===== src/rtl/pcrp_pkg.sv =====
// Package for the per-clock rate projection block: constants, command codes,
// controller/datapath command and status structs. No dependencies.
package pcrp_pkg;

  localparam int NumClocks = 3;
  localparam int IdW = 4;
  localparam int IdxW = (NumClocks > 1) ? $clog2(NumClocks) : 1;
  localparam logic [63:0] NsPerS = 64'd1000000000;
  localparam logic [31:0] NominalReset = 32'd600000000;
  localparam int DivSteps = 64;

  typedef enum logic [2:0] {
    CMD_UPDATE   = 3'd0,
    CMD_EPOCH    = 3'd1,
    CMD_PROJECT  = 3'd2,
    CMD_SNAPSHOT = 3'd3,
    CMD_RESET    = 3'd4
  } cmd_t;

  // controller -> datapath
  typedef struct packed {
    logic load;       // latch the input beat, read the entry
    logic mul_start;  // form numerator and divisor
    logic div_start;  // start the divider
    logic commit;     // write back entry and form the result
  } dp_cmd_t;

  // datapath -> controller
  typedef struct packed {
    logic need_div;   // this item needs a division
    logic div_done;
  } dp_sts_t;

endpackage


===== src/rtl/pcrp_div.sv =====
// Restoring divider, 64 by 64 bits, one quotient bit per cycle.
// Depends on pcrp_pkg.
module pcrp_div
  import pcrp_pkg::*;
(
  input  logic        clk,
  input  logic        rst_n,
  input  logic        start,
  input  logic [63:0] dividend,
  input  logic [63:0] divisor,
  output logic        done,
  output logic [63:0] quotient
);

  logic [63:0] rem_r, rem_nxt;
  logic [63:0] quo_r, quo_nxt;
  logic [63:0] dvs_r;
  logic [6:0]  cnt_r, cnt_nxt;
  logic        busy_r, busy_nxt;
  logic [64:0] shifted;
  logic [64:0] diff;

  assign shifted = {rem_r, quo_r[63]};
  assign diff    = shifted - {1'b0, dvs_r};

  always_comb begin
    rem_nxt  = rem_r;
    quo_nxt  = quo_r;
    cnt_nxt  = cnt_r;
    busy_nxt = busy_r;
    if (start) begin
      rem_nxt  = '0;
      quo_nxt  = dividend;
      cnt_nxt  = 7'(DivSteps);
      busy_nxt = 1'b1;
    end else if (busy_r) begin
      if (!diff[64]) begin
        rem_nxt = diff[63:0];
        quo_nxt = {quo_r[62:0], 1'b1};
      end else begin
        rem_nxt = shifted[63:0];
        quo_nxt = {quo_r[62:0], 1'b0};
      end
      cnt_nxt = cnt_r - 7'd1;
      if (cnt_r == 7'd1) busy_nxt = 1'b0;
    end
  end

  always_ff @(posedge clk) begin
    if (!rst_n) begin
      busy_r <= 1'b0;
      cnt_r  <= '0;
    end else begin
      busy_r <= busy_nxt;
      cnt_r  <= cnt_nxt;
    end
    rem_r <= rem_nxt;
    quo_r <= quo_nxt;
    if (start) dvs_r <= divisor;
  end

  assign done     = busy_r && (cnt_r == 7'd1);
  assign quotient = quo_nxt;

endmodule


===== src/rtl/pcrp_datapath.sv =====
// Datapath: entry registers, numerator multiply, divider and result forming.
// Depends on pcrp_pkg and pcrp_div.
module pcrp_datapath
  import pcrp_pkg::*;
(
  input  logic         clk,
  input  logic         rst_n,
  input  dp_cmd_t      cmd,
  output dp_sts_t      sts,
  input  logic [31:0]  nominal,
  input  logic [2:0]   in_cmd,
  input  logic [IdW-1:0] in_id,
  input  logic [31:0]  in_cs,
  input  logic [63:0]  in_ns,
  output logic [354:0] res
);

  logic [NumClocks-1:0] vld_r, rvld_r;
  logic [31:0] anc_c_r  [NumClocks];
  logic [63:0] anc_n_r  [NumClocks];
  logic [31:0] rate_r   [NumClocks];
  logic [31:0] cnt_r    [NumClocks];
  logic [31:0] obs_c_r  [NumClocks];
  logic [63:0] obs_n_r  [NumClocks];
  logic [31:0] chg_r    [NumClocks];

  // latched item and entry copy
  logic [2:0]  c_r;
  logic        known_r;
  logic [IdxW-1:0] k_r;
  logic [31:0] cs_r;
  logic [63:0] ns_r;
  logic        e_vld_r, e_rvld_r;
  logic [31:0] e_anc_c_r, e_rate_r;
  logic [63:0] e_anc_n_r;
  logic [31:0] dc_r;
  logic [63:0] dn_r;
  logic [63:0] num_r, den_r;

  logic        known;
  logic [IdxW-1:0] k;
  logic [31:0] dc;
  logic [63:0] dn;
  logic        div_done;
  logic [63:0] quo;
  logic        need_div;

  assign known = (in_id < IdW'(NumClocks));
  assign k     = known ? in_id[IdxW-1:0] : '0;
  assign dc    = cs_r - e_anc_c_r;
  assign dn    = (ns_r >= e_anc_n_r) ? ns_r - e_anc_n_r : 64'd0;

  always_ff @(posedge clk) begin
    if (cmd.load) begin
      c_r       <= in_cmd;
      known_r   <= known;
      k_r       <= k;
      cs_r      <= in_cs;
      ns_r      <= in_ns;
      e_vld_r   <= vld_r[k];
      e_rvld_r  <= rvld_r[k];
      e_anc_c_r <= anc_c_r[k];
      e_anc_n_r <= anc_n_r[k];
      e_rate_r  <= rate_r[k];
    end
    if (cmd.mul_start) begin
      dc_r <= dc;
      dn_r <= dn;
      if (c_r == CMD_PROJECT) begin
        num_r <= 64'(dc) * NsPerS + {33'd0, e_rate_r[31:1]};
        den_r <= {32'd0, e_rate_r};
      end else begin
        num_r <= 64'(dc) * NsPerS + {1'b0, dn[63:1]};
        den_r <= dn;
      end
    end
  end

  pcrp_div u_div (
    .clk(clk), .rst_n(rst_n), .start(cmd.div_start),
    .dividend(num_r), .divisor(den_r), .done(div_done), .quotient(quo)
  );

  assign need_div = known_r &&
    (((c_r == CMD_UPDATE) && e_vld_r && (dc != 32'd0) && (dn != 64'd0)) ||
     ((c_r == CMD_PROJECT) && e_vld_r && e_rvld_r && (e_rate_r != 32'd0)));
  assign sts = '{need_div: need_div, div_done: div_done};

  logic [63:0] q_r;
  always_ff @(posedge clk) if (div_done) q_r <= quo;

  logic [31:0] q32;
  logic signed [33:0] d34;
  logic [31:0] chg_sat;
  assign q32 = (q_r[63:32] != 32'd0) ? 32'hFFFFFFFF : q_r[31:0];
  assign d34 = $signed({2'b00, q32}) - $signed({2'b00, e_rate_r});
  always_comb begin
    if (d34 > 34'sh7FFFFFFF) chg_sat = 32'h7FFFFFFF;
    else if (d34 < -34'sh80000000) chg_sat = 32'h80000000;
    else chg_sat = d34[31:0];
  end

  logic        ok;
  logic [63:0] pns;
  logic [31:0] s_rate, s_chg, s_cnt, s_obc, s_anc;
  logic [63:0] s_obn, s_ann;
  logic        s_v, s_rv;

  always_comb begin
    ok = 1'b0; pns = '0; s_v = 1'b0; s_rv = 1'b0; s_rate = '0; s_chg = '0;
    s_cnt = '0; s_obc = '0; s_obn = '0; s_anc = '0; s_ann = '0;
    case (c_r)
      CMD_UPDATE, CMD_EPOCH: ok = known_r;
      CMD_PROJECT: begin
        if (need_div) begin
          ok  = 1'b1;
          pns = e_anc_n_r + q_r;
        end
      end
      CMD_SNAPSHOT: begin
        if (known_r) begin
          ok = 1'b1; s_v = vld_r[k_r]; s_rv = rvld_r[k_r]; s_rate = rate_r[k_r];
          s_chg = chg_r[k_r]; s_cnt = cnt_r[k_r]; s_obc = obs_c_r[k_r];
          s_obn = obs_n_r[k_r]; s_anc = anc_c_r[k_r]; s_ann = anc_n_r[k_r];
        end
      end
      CMD_RESET: ok = 1'b1;
      default: ok = 1'b0;
    endcase
  end

  always_ff @(posedge clk) begin
    if (cmd.commit) res <= {s_ann, s_anc, s_obn, s_obc, s_cnt, s_chg, s_rate,
                            s_rv, s_v, pns, ok};
  end

  always_ff @(posedge clk) begin
    if (!rst_n) begin
      vld_r  <= '0;
      rvld_r <= '0;
      for (int i = 0; i < NumClocks; i++) begin
        anc_c_r[i] <= '0; anc_n_r[i] <= '0; rate_r[i] <= NominalReset;
        cnt_r[i] <= '0; obs_c_r[i] <= '0; obs_n_r[i] <= '0; chg_r[i] <= '0;
      end
    end else if (cmd.commit) begin
      if (c_r == CMD_RESET) begin
        vld_r  <= '0;
        rvld_r <= '0;
        for (int i = 0; i < NumClocks; i++) begin
          anc_c_r[i] <= '0; anc_n_r[i] <= '0; rate_r[i] <= nominal;
          cnt_r[i] <= '0; obs_c_r[i] <= '0; obs_n_r[i] <= '0; chg_r[i] <= '0;
        end
      end else if (known_r && c_r == CMD_EPOCH) begin
        vld_r[k_r] <= 1'b1; rvld_r[k_r] <= 1'b1;
        anc_c_r[k_r] <= cs_r; anc_n_r[k_r] <= ns_r; rate_r[k_r] <= nominal;
        cnt_r[k_r] <= '0; obs_c_r[k_r] <= '0; obs_n_r[k_r] <= '0; chg_r[k_r] <= '0;
      end else if (known_r && c_r == CMD_UPDATE) begin
        if (!e_vld_r) begin
          rate_r[k_r] <= nominal; rvld_r[k_r] <= 1'b1; chg_r[k_r] <= '0;
          obs_c_r[k_r] <= '0; obs_n_r[k_r] <= '0;
        end else if (need_div) begin
          chg_r[k_r]   <= e_rvld_r ? chg_sat : 32'd0;
          rate_r[k_r]  <= (q32 != 32'd0) ? q32 : nominal;
          rvld_r[k_r]  <= 1'b1;
          obs_c_r[k_r] <= dc_r;
          obs_n_r[k_r] <= dn_r;
        end
        vld_r[k_r]   <= 1'b1;
        anc_c_r[k_r] <= cs_r;
        anc_n_r[k_r] <= ns_r;
        cnt_r[k_r]   <= cnt_r[k_r] + 32'd1;
      end
    end
  end

endmodule


===== src/rtl/pcrp_ctrl.sv =====
// Controller state machine: input/output handshakes and datapath sequencing.
// Depends on pcrp_pkg.
module pcrp_ctrl
  import pcrp_pkg::*;
(
  input  logic    clk,
  input  logic    rst_n,
  input  logic    in_tvalid,
  output logic    in_tready,
  output logic    out_tvalid,
  input  logic    out_tready,
  output dp_cmd_t cmd,
  input  dp_sts_t sts
);

  typedef enum logic [5:0] {
    S_IDLE = 6'b000001,
    S_MUL  = 6'b000010,
    S_CHK  = 6'b000100,
    S_DIV  = 6'b001000,
    S_WAIT = 6'b010000,
    S_DONE = 6'b100000
  } state_t;

  state_t state_r, state_nxt;
  logic   ovld_r, ovld_nxt;

  assign in_tready  = (state_r == S_IDLE) && !ovld_r;
  assign out_tvalid = ovld_r;

  always_comb begin
    state_nxt = state_r;
    ovld_nxt  = ovld_r;
    cmd       = '0;
    if (ovld_r && out_tready) ovld_nxt = 1'b0;
    case (state_r)
      S_IDLE: if (in_tvalid && in_tready) begin
        cmd.load  = 1'b1;
        state_nxt = S_MUL;
      end
      S_MUL: begin
        cmd.mul_start = 1'b1;
        state_nxt     = S_CHK;
      end
      S_CHK: begin
        if (sts.need_div) begin
          cmd.div_start = 1'b1;
          state_nxt     = S_DIV;
        end else state_nxt = S_DONE;
      end
      S_DIV: if (sts.div_done) state_nxt = S_WAIT;
      S_WAIT: state_nxt = S_DONE;
      S_DONE: begin
        cmd.commit = 1'b1;
        ovld_nxt   = 1'b1;
        state_nxt  = S_IDLE;
      end
      default: state_nxt = S_IDLE;
    endcase
  end

  always_ff @(posedge clk) begin
    if (!rst_n) begin
      state_r <= S_IDLE;
      ovld_r  <= 1'b0;
    end else begin
      state_r <= state_nxt;
      ovld_r  <= ovld_nxt;
    end
  end

endmodule


===== src/rtl/per_clock_rate_projection_top.sv =====
// Per-clock rate projection, one item at a time. A project command on a known,
// anchored entry with a valid nonzero rate, or an update on a known, anchored
// entry with nonzero cycle and ns differences, goes through entry read,
// numerator multiply, the restoring divider, quotient capture and write-back.
// Every other command skips the divider. One result beat per input beat; the
// next input is taken once the previous result has been taken. cfg writes set
// the nominal rate used on first update, epoch reset, reset-all and when a
// measured rate rounds to zero.
// Depends on pcrp_pkg, pcrp_ctrl, pcrp_datapath, pcrp_div.
module per_clock_rate_projection_top
  import pcrp_pkg::*;
(
  input  logic         clk,
  input  logic         rst_n,
  input  logic         cfg_valid,
  output logic         cfg_ready,
  input  logic [31:0]  cfg_data,
  input  logic         in_tvalid,
  output logic         in_tready,
  // [2:0] command, [6:3] clock_id, [38:7] cycle_stamp, [102:39] ns_stamp
  input  logic [103:0] in_tdata,
  output logic         out_tvalid,
  input  logic         out_tready,
  // [0] ok, [64:1] projected_ns, [65] entry_valid, [66] rate_valid,
  // [98:67] rate, [130:99] rate_change, [162:131] upd_count,
  // [194:163] last_obs_cycles, [258:195] last_obs_ns,
  // [290:259] anchor_cycles, [354:291] anchor_ns
  output logic [359:0] out_tdata
);

  logic [31:0] nominal_r;
  dp_cmd_t     cmd;
  dp_sts_t     sts;
  logic [354:0] res;

  assign cfg_ready = 1'b1;
  always_ff @(posedge clk) begin
    if (!rst_n) nominal_r <= NominalReset;
    else if (cfg_valid) nominal_r <= cfg_data;
  end

  pcrp_ctrl u_ctrl (
    .clk(clk), .rst_n(rst_n), .in_tvalid(in_tvalid), .in_tready(in_tready),
    .out_tvalid(out_tvalid), .out_tready(out_tready), .cmd(cmd), .sts(sts)
  );

  pcrp_datapath u_dp (
    .clk(clk), .rst_n(rst_n), .cmd(cmd), .sts(sts), .nominal(nominal_r),
    .in_cmd(in_tdata[2:0]), .in_id(in_tdata[6:3]), .in_cs(in_tdata[38:7]),
    .in_ns(in_tdata[102:39]), .res(res)
  );

  assign out_tdata = {5'd0, res};

endmodule

===== config.mk =====
export PLATFORM = sky130hd
export DESIGN_NAME = per_clock_rate_projection_top
export DESIGN_NICKNAME = d
export VERILOG_FILES = /design/src/rtl/pcrp_pkg.sv /design/src/rtl/pcrp_div.sv /design/src/rtl/pcrp_datapath.sv /design/src/rtl/pcrp_ctrl.sv /design/src/rtl/per_clock_rate_projection_top.sv
export SDC_FILE = /design/constraint.sdc
export NUM_CORES = 2
export LEC_CHECK = 0
export ABC_AREA = 1
export BUFFER_PORTS_ARGS = -buffer_cell sky130_fd_sc_hd__buf_2
export CAP_MARGIN = 10
export CORE_ASPECT_RATIO = 0.9
export CORE_MARGIN = 5
export CORE_UTILIZATION = 50
export CTS_CLUSTER_DIAMETER = 60
export DETAILED_ROUTE_END_ITERATION = 12
export PLACE_DENSITY = 0.75
export SLEW_MARGIN = 20
export SYNTH_ARGS = -nofsm -noshare
export SYNTH_HDL_FRONTEND = slang
export SYNTH_SLANG_ARGS = --single-unit

===== constraint.sdc =====
create_clock -name clk -period 82 [get_ports clk]
set_input_delay 8.2 -clock clk [delete_from_list [all_inputs] [get_ports clk]]
set_output_delay 8.2 -clock clk [all_outputs]
set_load 0.02 [all_outputs]

==> metrics.md <==
| Metric | Value |
|---|---|
| Result of the run | `complete, no violations` |
| Delay of the slowest critical-path stage | `780 ps` |
| Count of state elements after synthesis | `2,265` |
| Path depth of the worst reg2reg path | `48` |
| Biggest fanout along the worst timing path | `54` |
| Fmax | `78.85 MHz` |
| Number of inserted filler cells in the final layout | `21,920` |
| WL per Instance | `25.58 µm` |
| Worst-case clock skew | `91.65 ps` |
| Kind of start point of the critical path | `input pin` |
| Crit path cell chain | `buf_2 -> buf_4 -> clkinv_1 -> nor2_1 -> inv_1 -> nor2_1 -> nand3_4 -> nand2_2 -> nand2_2 -> buf_4 -> nand2_4 -> buf_4 -> buf_4` |
| Depth of the CTS H-tree | `4` |
| R2r endpoint | `u_dp.num_r[61]` |
| Final estimated routing congestion in global placement | `1.061` |
| WP data required | `82,500 ps` |
| Hold Crit Start | `u_dp.den_r[34]` |
| Multiplexer share of the synthesized area | `0.0003539` |
| Sequential-to-total area share from yosys stat | `0.5200` |
| DRT Pass-1 Iters | `12` |
| Drt drc | `0` |
| Clock tree from TritonCTS | `built` |
| Crit path from | `rst_n` |
| Clock latency reported for the late side of the worst-skew pair | `940 ps` |
| Crit end category | `flop` |
| Arrival time of data at the critical path endpoint | `13,180 ps` |
| Post-synthesis instance area | `0.1273 mm²` |
| Cell chosen for the clock root | `sky130_fd_sc_hd__clkbuf_16` |
| Most utilized layer in the global route result | `met2` |
| Number of vias after detailed routing | `102,600` |
| Wire length of the first global-routing pass | `642.6 mm` |
| Final period util | `0.1547` |
| Most numerous cell in the Yosys netlist | `sky130_fd_sc_hd__nand2_1` |
| Total number of clock tree sinks | `2,265` |
| Row count | `175` |
| Yosys warnings | `0` |
| Prevailing post-synth register cell | `sky130_fd_sc_hd__edfxtp_1` |
| Count of flip-flops with a built-in enable after synthesis | `2,082` |
| Fraction of registers with async set/reset | `0` |
| Die area | `0.2648 mm²` |
| Core Area | `0.2531 mm²` |
| Cell taking the most area after synthesis | `sky130_fd_sc_hd__edfxtp_1` |
| Worst-Margin Slew | `1217 ps` |
| Worst-case headroom to the max-slew limit | `0.1804` |
| Share of Yosys cell area claimed by the top area cell type | `0.4912` |
| Standard cell with the maximum stage delay on the critical path | `sky130_fd_sc_hd__buf_4` |
| Fraction of the mapped netlist area in adder cells | `0.1090` |
| Number of unique standard cell types used by synthesis | `65` |
| Classification of the worst-slack hold path | `flop to flop` |
| Synth Instances | `13,560` |
| Overall die width | `541.8 µm` |
| Max-slew violation total from the final report | `0` |
| Area Overhead vs Synth | `10.98%` |
| Met1 Usage GRT | `0.4384` |
| Number of violations of the max-capacitance limit | `0` |
| RR Startpoint | `u_dp.cs_r[0]` |
| Vertical extent of the die | `488.7 µm` |
| Number of antenna violations at the first check in global routing | `40` |
| Via density | `5.850` |
| Post-CTS setup buffer count | `0` |
| Half-perimeter wire length of the detailed placement result | `325.6 mm` |
| Number of global-route vias before repair | `95,940` |
| Total global-route track usage | `0.3290` |
| Number of buffers added by the clock tree synthesis step | `239` |
| Area fraction in compound gates after synthesis | `0.1066` |
| IO Pins | `504` |
| Reg2reg setup slack | `69,490 ps` |
| Unrepaired setup endpoints after global routing | `no` |
| Routing usage on met3 | `0.08412` |
| Final Hold Vio Count | `0` |
| Port buffer count | `496` |
| CP endpoint | `u_dp.obs_n_r[1][62]` |
| Combinational family with the most area after synthesis | `simple AND/OR/NAND/NOR gates` |
| Critical path's most frequent cell | `sky130_fd_sc_hd__buf_4` |
| XOR/XNOR Fraction of Synth Area | `0.01782` |
| Area share of and/or/nand/nor cells after synthesis | `0.1660` |
| Post-cts gate resize count | `0` |
| Leading cell types by count after synthesis | `2,657 x sky130_fd_sc_hd__nand2_1, 2,099 x sky130_fd_sc_hd__inv_1, 2,082 x sky130_fd_sc_hd__edfxtp_1` |
| Met2 routing resource usage after global routing | `0.4981` |
| Wirelength, routed | `448.6 mm` |
| Min cycle time layout | `12,680 ps` |
| Dominant cells by area after synthesis | `sky130_fd_sc_hd__edfxtp_1 49%, sky130_fd_sc_hd__nand2_1 7.8%, sky130_fd_sc_hd__inv_1 6.2%` |
| Clock transition at the registers of the reported paths | `60 ps` |
| Remaining number of nets flagged by the antenna check after routing | `0` |
| Aggregate global routing overflow | `0` |
| Area taken by multi-input logic gates | `0.05118 mm²` |
| Number of DRC markers after the initial detailed-route iteration | `13,440` |
| Post-layout nets | `15,010` |
| Final TNS setup | `0 ps` |
| Ratio of cells with drive above 1 in the final layout | `0.08004` |
| Final setup vio count | `0` |
| Maximum number of pins on one net before global-route repair | `146` |
| Critical path class | `input pin to flop` |
| Total of hold buffers inserted after clock tree synthesis | `0` |
| Synthesized area per cell | `9.388 µm²` |
| Initial Util | `0.5029` |
| Area of all sequential standard cells | `0.06619 mm²` |
| Maximum root-to-sink buffer count | `4` |
==> per-stage QoR <==
step           instances  setup slack [ps]  hold slack, ps  utilization  area, µm²
5_1_grt            17520             68710           388.5       0.5579     141200
6_report           17540             69320           382.6       0.5581     141300
2_1_floorplan      13560             46710           400.3            -     127300
3_5_place_dp       17070             68640           404.5       0.5261     133200
4_1_cts            17510             69550           378.3       0.5576     141100
3_3_place_gp       17070             68710           400.7       0.5261     133200
==> layer usage <==
layer  part of all wire  vias up
met5            0.00033        -
met4              0.063       24
met3               0.12     1075
met2               0.43     6455
met1               0.38    48690
li1                   -    46340
==> cells by family (layout without fill, tap and decap cells) <==
family	after synthesis	count (layout)
other	2	35
AND/OR/NAND/NOR	5217	5217
XOR/XNOR	259	259
adder cells (fa/ha/maj)	920	920
AO/OA/AOI/OAI	2276	2276
buffers and inverters	2615	3196
multiplexers	4	4
flip-flops	2265	2265
==> sequential cells by signal (all words and copies together), names as in the netlist, 128 cells and up, named ones only <==
name and count:
u_dp.obs_n_r 256, u_dp.cnt_r 128, u_dp.chg_r 128, u_dp.obs_c_r 128, u_dp.rate_r 128, u_dp.anc_n_r 256
u_dp.res 355, u_dp.anc_c_r 128
==> worst min-delay path by stage <==
stage,slack (ps),endpoint,cells after the start
floorplan,400,u_dp.u_div.dvs_r[0],0
global route,390,u_dp.u_div.dvs_r[34],0
CTS,380,u_dp.u_div.dvs_r[34],0
finish,380,u_dp.u_div.dvs_r[34],0
global placement,400,u_dp.u_div.dvs_r[42],0
detailed placement,400,u_dp.u_div.dvs_r[20],0
==> cell usage in the layout, fill, tap and decap left out, types with 35 or more instances in the layout <==
cell type                   instances
sky130_fd_sc_hd__clkinv_2          39
sky130_fd_sc_hd__fa_1             315
sky130_fd_sc_hd__dfxtp_1          181
sky130_fd_sc_hd__clkbuf_16        244
sky130_fd_sc_hd__nand2_1         2649
sky130_fd_sc_hd__or2_2             35
sky130_fd_sc_hd__a21oi_1          707
sky130_fd_sc_hd__o211ai_1          72
sky130_fd_sc_hd__o21a_1            71
sky130_fd_sc_hd__edfxtp_1        2082
sky130_fd_sc_hd__o21bai_1          46
sky130_fd_sc_hd__nor3_1            60
sky130_fd_sc_hd__nor4_1            53
sky130_fd_sc_hd__ha_1             605
sky130_fd_sc_hd__buf_4            144
sky130_fd_sc_hd__nand4_1           66
sky130_fd_sc_hd__a31oi_1          498
sky130_fd_sc_hd__clkinv_1          42
sky130_fd_sc_hd__xor2_1           157
sky130_fd_sc_hd__buf_2            496
sky130_fd_sc_hd__inv_1           2092
sky130_fd_sc_hd__nand3_1          642
sky130_fd_sc_hd__o21ai_0          452
sky130_fd_sc_hd__nor2_1          1627
sky130_fd_sc_hd__a22oi_1          232
sky130_fd_sc_hd__clkbuf_1          41
sky130_fd_sc_hd__xnor2_1          101
==> worst max-delay path: cells and delay by family <==
kind                   cells  cell delay (ps)
AND/OR/NAND/NOR            6             1540
buffers and inverters      7             3220
==> layout make-up <==
| cell class | count | area share |
|---|---|---|
| flip-flops and latches | 2265 | 0.4686 |
| multi-input cells | 8682 | 0.3623 |
| inverters | 2111 | 0.05642 |
| clock buffers | 293 | 0.04510 |
| well taps | 3363 | 0.02979 |
| repair buffers | 645 | 0.02594 |
| clock inverters | 147 | 0.01133 |
| diodes | 29 | 0.0005138 |
Power is not shown: default switching activity piles up to over one toggle a cycle in this logic, so the estimate is an artifact.
